**config.mk**
```make
export PLATFORM = sky130hd
export DESIGN_NAME = bresenham_line_rasterizer_core
export DESIGN_NICKNAME = d
export VERILOG_FILES = /design/src/sv/blr_pkg.sv /design/src/sv/blr_setup.sv /design/src/sv/blr_step.sv /design/src/sv/bresenham_line_rasterizer_core.sv
export SDC_FILE = /design/constraint.sdc
export NUM_CORES = 1
export LEC_CHECK = 0
export BUFFER_PORTS_ARGS = -buffer_cell sky130_fd_sc_hd__buf_2
export CAP_MARGIN = 20
export CORE_MARGIN = 1.5
export CORE_UTILIZATION = 30
export CTS_CLUSTER_DIAMETER = 60
export DETAILED_ROUTE_END_ITERATION = 8
export GPL_TIMING_DRIVEN = 0
export PLACE_DENSITY = 0.51
export SLEW_MARGIN = 0
export SYNTH_ARGS = -nofsm -noshare
export SYNTH_HDL_FRONTEND = slang
export SYNTH_HIERARCHICAL = 1
export SYNTH_SLANG_ARGS = --single-unit
export TNS_END_PERCENT = 100
```
**constraint.sdc**
```tcl
create_clock -name clock -period 17.1 [get_ports clock]
set_input_delay 1.71 -clock clock [delete_from_list [all_inputs] [get_ports clock]]
set_output_delay 1.71 -clock clock [all_outputs]
set_load 0.01 [all_outputs]
```
**src/sv/blr_pkg.sv**
```systemverilog
package blr_pkg;

   localparam int COORD_WIDTH = 12;

   localparam int DEC_WIDTH  = COORD_WIDTH + 3;
   localparam int STR_WIDTH  = COORD_WIDTH + 1;
   localparam int DIAG_WIDTH = COORD_WIDTH + 2;

   localparam int REQ_DATA_WIDTH = ((4 * COORD_WIDTH + 7) / 8) * 8;
   localparam int RSP_DATA_WIDTH = ((2 * COORD_WIDTH + 7) / 8) * 8;

   typedef enum logic [0:0] {
      FUNC_START = 1'b0,
      FUNC_STEP  = 1'b1
   } func_type;

   typedef struct packed {
      logic signed [COORD_WIDTH-1:0] cur_x;
      logic signed [COORD_WIDTH-1:0] cur_y;
      logic signed [DEC_WIDTH-1:0]   decision;
      logic [STR_WIDTH-1:0]          incr_straight;
      logic signed [DIAG_WIDTH-1:0]  incr_diag;
      logic [COORD_WIDTH-1:0]        remaining;
      logic                          major_is_y;
      logic                          step_x_neg;
      logic                          step_y_neg;
   } line_state_type;

   typedef struct packed {
      logic signed [COORD_WIDTH-1:0] pixel_x;
      logic signed [COORD_WIDTH-1:0] pixel_y;
      logic                          pixel_valid;
      logic                          last_pixel;
   } pixel_type;

endpackage

```
**src/sv/blr_setup.sv**
```systemverilog
module blr_setup (
   input  logic signed [blr_pkg::COORD_WIDTH-1:0] x_start,
   input  logic signed [blr_pkg::COORD_WIDTH-1:0] y_start,
   input  logic signed [blr_pkg::COORD_WIDTH-1:0] x_end,
   input  logic signed [blr_pkg::COORD_WIDTH-1:0] y_end,
   output blr_pkg::line_state_type                setup_state
);

   localparam int CW = blr_pkg::COORD_WIDTH;

   logic signed [CW:0] x_diff;
   logic signed [CW:0] y_diff;
   logic signed [CW:0] x_diff_neg;
   logic signed [CW:0] y_diff_neg;
   logic [CW-1:0]      dx;
   logic [CW-1:0]      dy;
   logic [CW-1:0]      dmaj;
   logic [CW-1:0]      dmin;
   logic               x_neg;
   logic               y_neg;
   logic               major_y;

   always_comb begin
      x_diff     = {x_end[CW-1], x_end} - {x_start[CW-1], x_start};
      y_diff     = {y_end[CW-1], y_end} - {y_start[CW-1], y_start};
      x_diff_neg = (CW+1)'(0) - x_diff;
      y_diff_neg = (CW+1)'(0) - y_diff;
      x_neg      = x_diff[CW];
      y_neg      = y_diff[CW];
      dx         = x_neg ? x_diff_neg[CW-1:0] : x_diff[CW-1:0];
      dy         = y_neg ? y_diff_neg[CW-1:0] : y_diff[CW-1:0];
      major_y    = dy > dx;
      dmaj       = major_y ? dy : dx;
      dmin       = major_y ? dx : dy;

      setup_state.cur_x         = x_start;
      setup_state.cur_y         = y_start;
      setup_state.decision      = $signed({2'b00, dmin, 1'b0} - {3'b000, dmaj});
      setup_state.incr_straight = {dmin, 1'b0};
      setup_state.incr_diag     = $signed({1'b0, dmin, 1'b0} - {1'b0, dmaj, 1'b0});
      setup_state.remaining     = dmaj;
      setup_state.major_is_y    = major_y;
      setup_state.step_x_neg    = x_neg;
      setup_state.step_y_neg    = y_neg;
   end

endmodule

```
**src/sv/blr_step.sv**
```systemverilog
module blr_step (
   input  blr_pkg::line_state_type state,
   output blr_pkg::line_state_type next_state,
   output blr_pkg::pixel_type      pixel
);

   localparam int CW  = blr_pkg::COORD_WIDTH;
   localparam int DW  = blr_pkg::DEC_WIDTH;
   localparam int SW  = blr_pkg::STR_WIDTH;

   logic                 active;
   logic                 diag;
   logic signed [DW-1:0] incr;
   logic [CW-1:0]        sx;
   logic [CW-1:0]        sy;
   logic [CW-1:0]        x_moved;
   logic [CW-1:0]        y_moved;
   logic [CW-1:0]        remaining_dec;

   always_comb begin
      active        = state.remaining != '0;
      diag          = state.decision > 0;
      incr          = diag ? DW'(state.incr_diag)
                           : $signed({{(DW-SW){1'b0}}, state.incr_straight});
      sx            = state.step_x_neg ? '1 : CW'(1);
      sy            = state.step_y_neg ? '1 : CW'(1);
      x_moved       = state.cur_x + sx;
      y_moved       = state.cur_y + sy;
      remaining_dec = state.remaining - CW'(1);

      next_state = state;
      pixel      = '0;
      if (active) begin
         pixel.pixel_x       = state.cur_x;
         pixel.pixel_y       = state.cur_y;
         pixel.pixel_valid   = 1'b1;
         pixel.last_pixel    = remaining_dec == '0;
         next_state.remaining = remaining_dec;
         next_state.decision  = state.decision + incr;
         if (state.major_is_y) begin
            next_state.cur_y = $signed(y_moved);
            if (diag) begin
               next_state.cur_x = $signed(x_moved);
            end
         end else begin
            next_state.cur_x = $signed(x_moved);
            if (diag) begin
               next_state.cur_y = $signed(y_moved);
            end
         end
      end
   end

endmodule

```
**src/sv/bresenham_line_rasterizer_core.sv**
```systemverilog
// Bresenham line rasterizer for all eight octants. A start transaction (tuser 0) carries both
// endpoints and answers with one empty result (tuser 0); every following step transaction
// (tuser 1) returns the next pixel of the line, start point included and end point excluded,
// with tlast on the final pixel. Steps with no line active, and any step on a zero-length
// line, return tuser 0 with zero data. A new start drops the line in progress. Every
// transaction produces exactly one result, presented in the cycle after acceptance; the block
// takes one transaction per clock, limited only by the single add and compare of the decision
// update, and keeps accepting while the output register is empty or drained in the same cycle.
module bresenham_line_rasterizer_core (
   input  logic                                clock,
   input  logic                                reset,
   input  logic                                req_tvalid,
   output logic                                req_tready,
   // x_start, y_start, x_end, y_end
   input  logic [blr_pkg::REQ_DATA_WIDTH-1:0]  req_tdata,
   // func
   input  logic                                req_tuser,
   output logic                                rsp_tvalid,
   input  logic                                rsp_tready,
   // pixel_x, pixel_y
   output logic [blr_pkg::RSP_DATA_WIDTH-1:0]  rsp_tdata,
   // pixel_valid
   output logic                                rsp_tuser,
   output logic                                rsp_tlast
);

   localparam int CW = blr_pkg::COORD_WIDTH;

   blr_pkg::line_state_type state_ff;
   blr_pkg::line_state_type state_in;
   blr_pkg::line_state_type setup_state;
   blr_pkg::line_state_type step_state;
   blr_pkg::pixel_type      step_pixel;
   blr_pkg::pixel_type      pixel_ff;
   blr_pkg::pixel_type      pixel_in;
   logic                    rsp_valid_ff;
   logic                    rsp_valid_in;
   logic                    accept;

   blr_setup u_setup (
      .x_start     ($signed(req_tdata[CW-1:0])),
      .y_start     ($signed(req_tdata[2*CW-1:CW])),
      .x_end       ($signed(req_tdata[3*CW-1:2*CW])),
      .y_end       ($signed(req_tdata[4*CW-1:3*CW])),
      .setup_state (setup_state)
   );

   blr_step u_step (
      .state      (state_ff),
      .next_state (step_state),
      .pixel      (step_pixel)
   );

   assign req_tready = !rsp_valid_ff || rsp_tready;
   assign accept     = req_tvalid && req_tready;

   always_comb begin
      state_in     = state_ff;
      pixel_in     = pixel_ff;
      rsp_valid_in = rsp_valid_ff && !rsp_tready;
      if (accept) begin
         rsp_valid_in = 1'b1;
         if (blr_pkg::func_type'(req_tuser) == blr_pkg::FUNC_STEP) begin
            state_in = step_state;
            pixel_in = step_pixel;
         end else begin
            state_in = setup_state;
            pixel_in = '0;
         end
      end
   end

   always_ff @(posedge clock) begin
      if (reset) begin
         state_ff     <= '0;
         rsp_valid_ff <= 1'b0;
      end else begin
         state_ff     <= state_in;
         rsp_valid_ff <= rsp_valid_in;
      end
   end

   always_ff @(posedge clock) begin
      pixel_ff <= pixel_in;
   end

   assign rsp_tvalid = rsp_valid_ff;
   assign rsp_tdata  = blr_pkg::RSP_DATA_WIDTH'({pixel_ff.pixel_y, pixel_ff.pixel_x});
   assign rsp_tuser  = pixel_ff.pixel_valid;
   assign rsp_tlast  = pixel_ff.last_pixel;

endmodule

```
# Yosys cells after proc, flatten, opt, wreduce, memory -nomap -nowiden
# Index checks and enable logic that the tools add are counted.
dict set report totals {
  reg_bits 107
  latchBits 0
  ramBits 0
  romBits 0
  n_memories 0
}
dict set report classes {
  addsub 10
  multipliers 0
  n_div 0
  magnitude_cmp 2
  n_eq_ne 3
  n_shift 0
  n_mux 15
  bitwise_logic 1
  n_reduce_logical 12
}
# cell n
set op_table {}
lappend op_table {{12-bit two-way mux} 9}
lappend op_table {{81-bit two-way mux} 1}
lappend op_table {{39-bit two-way mux} 1}
lappend op_table {{12-bit by 12-bit subtractor with 13-bit output} 2}
lappend op_table {{12-bit adder} 2}
lappend op_table {{24-bit two-way mux} 1}
lappend op_table {{1-bit by 12-bit subtractor with 12-bit output (first input constant)} 2}
lappend op_table {{15-bit adder} 1}
lappend op_table {{15-bit by 1-bit > comparator with 1-bit output (second input constant)} 1}
lappend op_table {{15-bit two-way mux} 1}
lappend op_table {{13-bit by 12-bit subtractor with 14-bit output} 1}
lappend op_table {{13-bit by 13-bit subtractor with 14-bit output} 1}
lappend op_table {{12-bit > comparator} 1}
lappend op_table {{12-bit logical NOT} 1}
lappend op_table {{12-bit nonzero test} 1}
lappend op_table {{12-bit by 1-bit subtractor with 12-bit output (second input constant)} 1}
lappend op_table {{2-bit AND reduction} 3}
lappend op_table {{3-bit AND reduction} 2}
lappend op_table {{3-bit by 1-bit != test with 1-bit output (second input constant)} 1}
lappend op_table {{3-bit by 2-bit != test with 1-bit output (second input constant)} 1}
lappend op_table {{1-bit logical AND} 2}
lappend op_table {{1-bit logical NOT} 2}
lappend op_table {{2-bit two-way mux} 1}
lappend op_table {{2-bit by 1-bit != test with 1-bit output (second input constant)} 1}
lappend op_table {{other kinds (3)} 3}

# Longest topological paths before layout
dict set report logic_depth {
  depth_word 7
  depth_mapped 38
  mapped_depth_nobuf 35
}

# Cells and area by module
# Netlist, hierarchy kept.
# module instances cells_per_inst area_each_um2 seq_area_each_um2
set by_module_without_submodules {}
lappend by_module_without_submodules {blr_setup 1 648 4451.8 0.0}
lappend by_module_without_submodules {bresenham_line_rasterizer_core 1 331 4435.5 2422.3}
lappend by_module_without_submodules {blr_step 1 437 2987.9 0.0}

# Least setup slack after synthesis
# Ideal clock, no wire load.
dict set report synth_path {
  kind {input to register}
  startpoint {input port req_tdata[36] in the netlist's numbering}
  endpoint {register state_ff[54] in the netlist's numbering}
  setup_time_ns 0.118
  arrival_time_ns 9.343
  required_time_ns 16.982
  path_slack_ns 7.639
  stages 34
  n_path_buf 4
  path_cell_list {inv_1 -> ha_1 -> fa_1 -> nand2b_1 -> a21oi_1 -> xor2_1 -> nor3_1 -> nor2_1 -> xor2_1 -> inv_1 -> ha_1 -> a21oi_1 -> nor2_1 -> o311ai_0 -> a311oi_1 -> a21oi_1 -> and3_4 -> buf_12 -> clkbuf_1 -> clkbuf_1 -> buf_1 -> o21ai_0 -> fa_1 -> maj3_1 -> maj3_1 -> o311ai_0 -> mux2i_1 -> o221ai_2 -> maj3_2 -> a221o_1 -> and4b_1 -> nor3_2 -> mux2i_1 -> o2bb2ai_1}
}
# element line_no
set synth_lines {}
lappend synth_lines {{start: declaration} bresenham_line_rasterizer_core.sv:15} ;# input logic [blr_pkg::REQ_DATA_WIDTH-1:0] req_tdata,
lappend synth_lines {{end signal: assignment} bresenham_line_rasterizer_core.sv:78} ;# state_ff <= state_in;
lappend synth_lines {{end: declaration} bresenham_line_rasterizer_core.sv:29} ;# blr_pkg::line_state_type state_ff;

==> results.json <==
{
  "synth.distinct_cells": 101,
  "yosysMostFrequentCell": "nor2_1",
  "area_growth_pct": 11.3,
  "vias": 10600,
  "critPathCapture": "state_ff[54]$_SDFFE_PP0P_",
  "worstRegToRegCells": 14,
  "fmax_mhz": 86.6,
  "syn_area_um2": 11900,
  "fin_tns_setup_ns": 0,
  "htree_num_levels": 3,
  "finalHoldViolCount": 0,
  "cts_tree": "done",
  "top_usage_layer": "met2",
  "worst_pin_slew_ns": 1.13,
  "yosysTopAreaCell": "dfxtp_1",
  "cts-resized-gates": 0,
  "power.internal_uw": 1080,
  "drv_cap": 0,
  "p_clk_share_pct": 9.4,
  "met2_usage_pct": 28.1,
  "yosysTopAreaCellShare_pct": 13.8,
  "synth-compound-area-share_pct": 24.7,
  "synthCells": 1416,
  "synth-simple-area-share_pct": 16.9,
  "overflow": 0,
  "drt_iter0_markers": 662,
  "ant_nets": 0,
  "critical-path-max-stage-delay_ns": 0.66,
  "seqPwrFrac_pct": 16.5,
  "synth_top_family_by_area": "compound AO/OA/AOI/OAI gates",
  "end_kind": "flip-flop",
  "synth-async-reset-ratio_pct": 0,
  "hp-class": "flip-flop to flip-flop",
  "startpoint": "req_tdata[0]",
  "drc_errors": 0,
  "vdd_drop_max_v": 0.0000694,
  "initial_utilization_pct": 30.6,
  "startpoint_type": "input port",
  "num_rows": 72,
  "synthMuxAreaShare_pct": 10.5,
  "clock_sinks": 108,
  "io_pins": 81,
  "die_w_um": 202,
  "drv_slew": 0,
  "cts_hold_buf": 0,
  "period_needed_ns": 11.55,
  "yosysWarnings": 6,
  "grtUsageMet1_pct": 25.1,
  "synth_edf_count": 26,
  "r2r_start": "state_ff[51]$_SDFFE_PP0P_",
  "skew_ns": 0.0130,
  "ys.flop_type": "dfxtp_1",
  "rrSetupSlack_ns": 12.25,
  "via_per_inst": 5.20,
  "antenna_found_initial": 0,
  "dieArea_um2": 40800,
  "synth_xor_area_share_pct": 7.50,
  "r2r_end": "state_ff[56]$_SDFFE_PP0P_",
  "synth.avg_cell_area_um2": 8.39,
  "track_usage_pct": 17.7,
  "fillCellCount": 4073,
  "combPwrFrac_pct": 74.0,
  "holdWs_ns": 0.468,
  "core_area_um2": 38800,
  "switching_share_pct": 52.4,
  "drive_gt1_share_pct": 17.8,
  "required_ns": 17.35,
  "p_per_area_nw_per_um2": 172,
  "critical_path_class": "input port to flip-flop",
  "numCtsBuffers": 9,
  "synth.area.top_cells": "dfxtp_1 (14%), mux2i_1 (8.3%), ha_1 (8.2%)",
  "grt_max_degree": 27,
  "clockBufferDepth": 2,
  "ys_seq_area_share_pct": 20.4,
  "gp_congestion": 0.954,
  "grt_pass1_vias": 9962,
  "wl_per_cell_um": 18.0,
  "die_y_um": 202,
  "root_buffer": "clkbuf_16",
  "postCtsSetupBuffers": 0,
  "num_antenna_cells": 0,
  "synthAdderAreaFrac_pct": 10.3,
  "crit_fanout": 10,
  "clkTransAtPathRegs_ns": 0.08,
  "fin_nets": 1644,
  "gr-usage-met3_pct": 2.11,
  "power_leakage_uw": 0.00565,
  "dp_hpwl_um": 29400,
  "postRouteWirelength_um": 36600,
  "p_switching_uw": 1190,
  "rsz0062_at_grt": "no",
  "slew_headroom_pct": 24.2,
  "min_period_over_period_pct": 67.6,
  "clk_latency_ns": 0.36,
  "grt_pass1_wl_um": 57200,
  "critPathSlowestCell": "o311ai_0",
  "drt-pass1-iter-count": 5,
  "status": "finished clean",
  "port_buffers": 79,
  "critical_path_arrival_ns": 11.81,
  "synth_common_cells": "nor2_1 (102), mux2i_1 (99), nand2_1 (89)",
  "synth_seq_cells": 108,
  "setup_violations": 0
}
-- metrics by stage --
step	instances	worst slack, ns	utilization [%]	total power [uW]	instance area [um^2]
detailed placement	2014	5.25	33.3	2040	12900
floorplan	1417	7.64	-	1610	11900
finish	2030	5.55	34.0	2280	13200
global placement	2014	5.22	33.3	2030	12900
global route	2030	4.87	34.0	2460	13200
CTS	2030	5.65	34.0	2270	13200
-- power groups by stage --
stage | Clock (uW) | Combinational, uW | Sequential (uW)
floorplan | 0 | 1240 | 366
global placement | 0 | 1650 | 380
detailed placement | 0 | 1660 | 381
CTS | 220 | 1670 | 376
global route | 229 | 1840 | 385
finish | 215 | 1690 | 376
-- state kept, by name, indices dropped and copies added (netlist names) --
signal / flops
rsp_tvalid: 1
rsp_tuser: 1
rsp_tdata: 24
rsp_tlast: 1
state_ff: 81
-- critical path: cells and delay by family --
kind                     cells  cell delay, ns
multiplexers                 2            0.32
AND/OR/NAND/NOR              6            0.94
XOR/XNOR                     1            0.64
AO/OA/AOI/OAI               11            3.19
adder cells (fa/ha/maj)      7            2.65
buffers and inverters        8            2.30
-- routing by layer --
metal | part of all wire [%] | wire length (um)
met1 | 49 | 17800
met2 | 45 | 16300
met3 | 4.8 | 1750
met4 | 2.1 | 772
met5 | 0 | 0
-- worst min path at each step --
stage                                endpoint  depth (start not counted)                       from
global placement     state_ff[6]$_SDFFE_PP0P_                          1   state_ff[6]$_SDFFE_PP0P_
CTS                  state_ff[6]$_SDFFE_PP0P_                          1   state_ff[6]$_SDFFE_PP0P_
detailed placement   state_ff[6]$_SDFFE_PP0P_                          1   state_ff[6]$_SDFFE_PP0P_
global route        state_ff[34]$_SDFFE_PP0P_                          1  state_ff[34]$_SDFFE_PP0P_
floorplan            state_ff[6]$_SDFFE_PP0P_                          1   state_ff[6]$_SDFFE_PP0P_
finish               state_ff[6]$_SDFFE_PP0P_                          1   state_ff[6]$_SDFFE_PP0P_
-- final cells by class --
class | instances | area, um^2 | share of cell area, %
clock inverters | 6 | 67.6 | 0.511
repair buffers | 79 | 395 | 2.99
multi-input cells | 1106 | 8310 | 62.8
inverters | 85 | 344 | 2.60
clock buffers | 10 | 229 | 1.73
well taps | 518 | 648 | 4.90
plain buffers | 118 | 806 | 6.10
flip-flops and latches | 108 | 2420 | 18.3
-- layout by cell type (no fill, tap or decap), types with 8 or more instances in the layout --
| cell | synthesis | final |
|---|---|---|
| xor2_1 | 42 | 42 |
| a21oi_1 | 73 | 73 |
| a211oi_1 | 16 | 16 |
| a21o_1 | 15 | 15 |
| nand4_1 | 8 | 8 |
| buf_4 | 63 | 63 |
| nand3_1 | 27 | 27 |
| o21ai_0 | 74 | 74 |
| nor3_1 | 27 | 27 |
| nand2_1 | 89 | 89 |
| o21bai_1 | 8 | 8 |
| or3_1 | 8 | 8 |
| edfxtp_1 | 26 | 26 |
| mux2_2 | 18 | 18 |
| or2_2 | 8 | 8 |
| buf_2 | 22 | 101 |
| clkbuf_1 | 19 | 20 |
| o211ai_1 | 12 | 12 |
| xnor2_1 | 56 | 56 |
| o2bb2ai_1 | 71 | 71 |
| a31oi_1 | 18 | 18 |
| nand2b_1 | 14 | 14 |
| and3_1 | 11 | 11 |
| mux2i_1 | 99 | 99 |
| o21a_1 | 17 | 17 |
| dfxtp_1 | 82 | 82 |
| clkbuf_16 | 0 | 9 |
| maj3_1 | 12 | 12 |
| nor2b_1 | 10 | 10 |
| inv_1 | 79 | 79 |
| buf_6 | 11 | 11 |
| o31ai_1 | 11 | 11 |
| and2_1 | 55 | 55 |
| nor2_1 | 102 | 102 |
| ha_1 | 78 | 78 |
| o2bb2ai_2 | 12 | 12 |
-- cell families after synthesis --
kind of cell	Yosys count
xor gates and xnor gates	100
buffers and inverters	203
muxes	120
other	1
and+or+nand+nor	392
AOI/OAI and AO/OA	395
adders and majority gates	97
DFF	108
(Power assumes the default switching activity.)
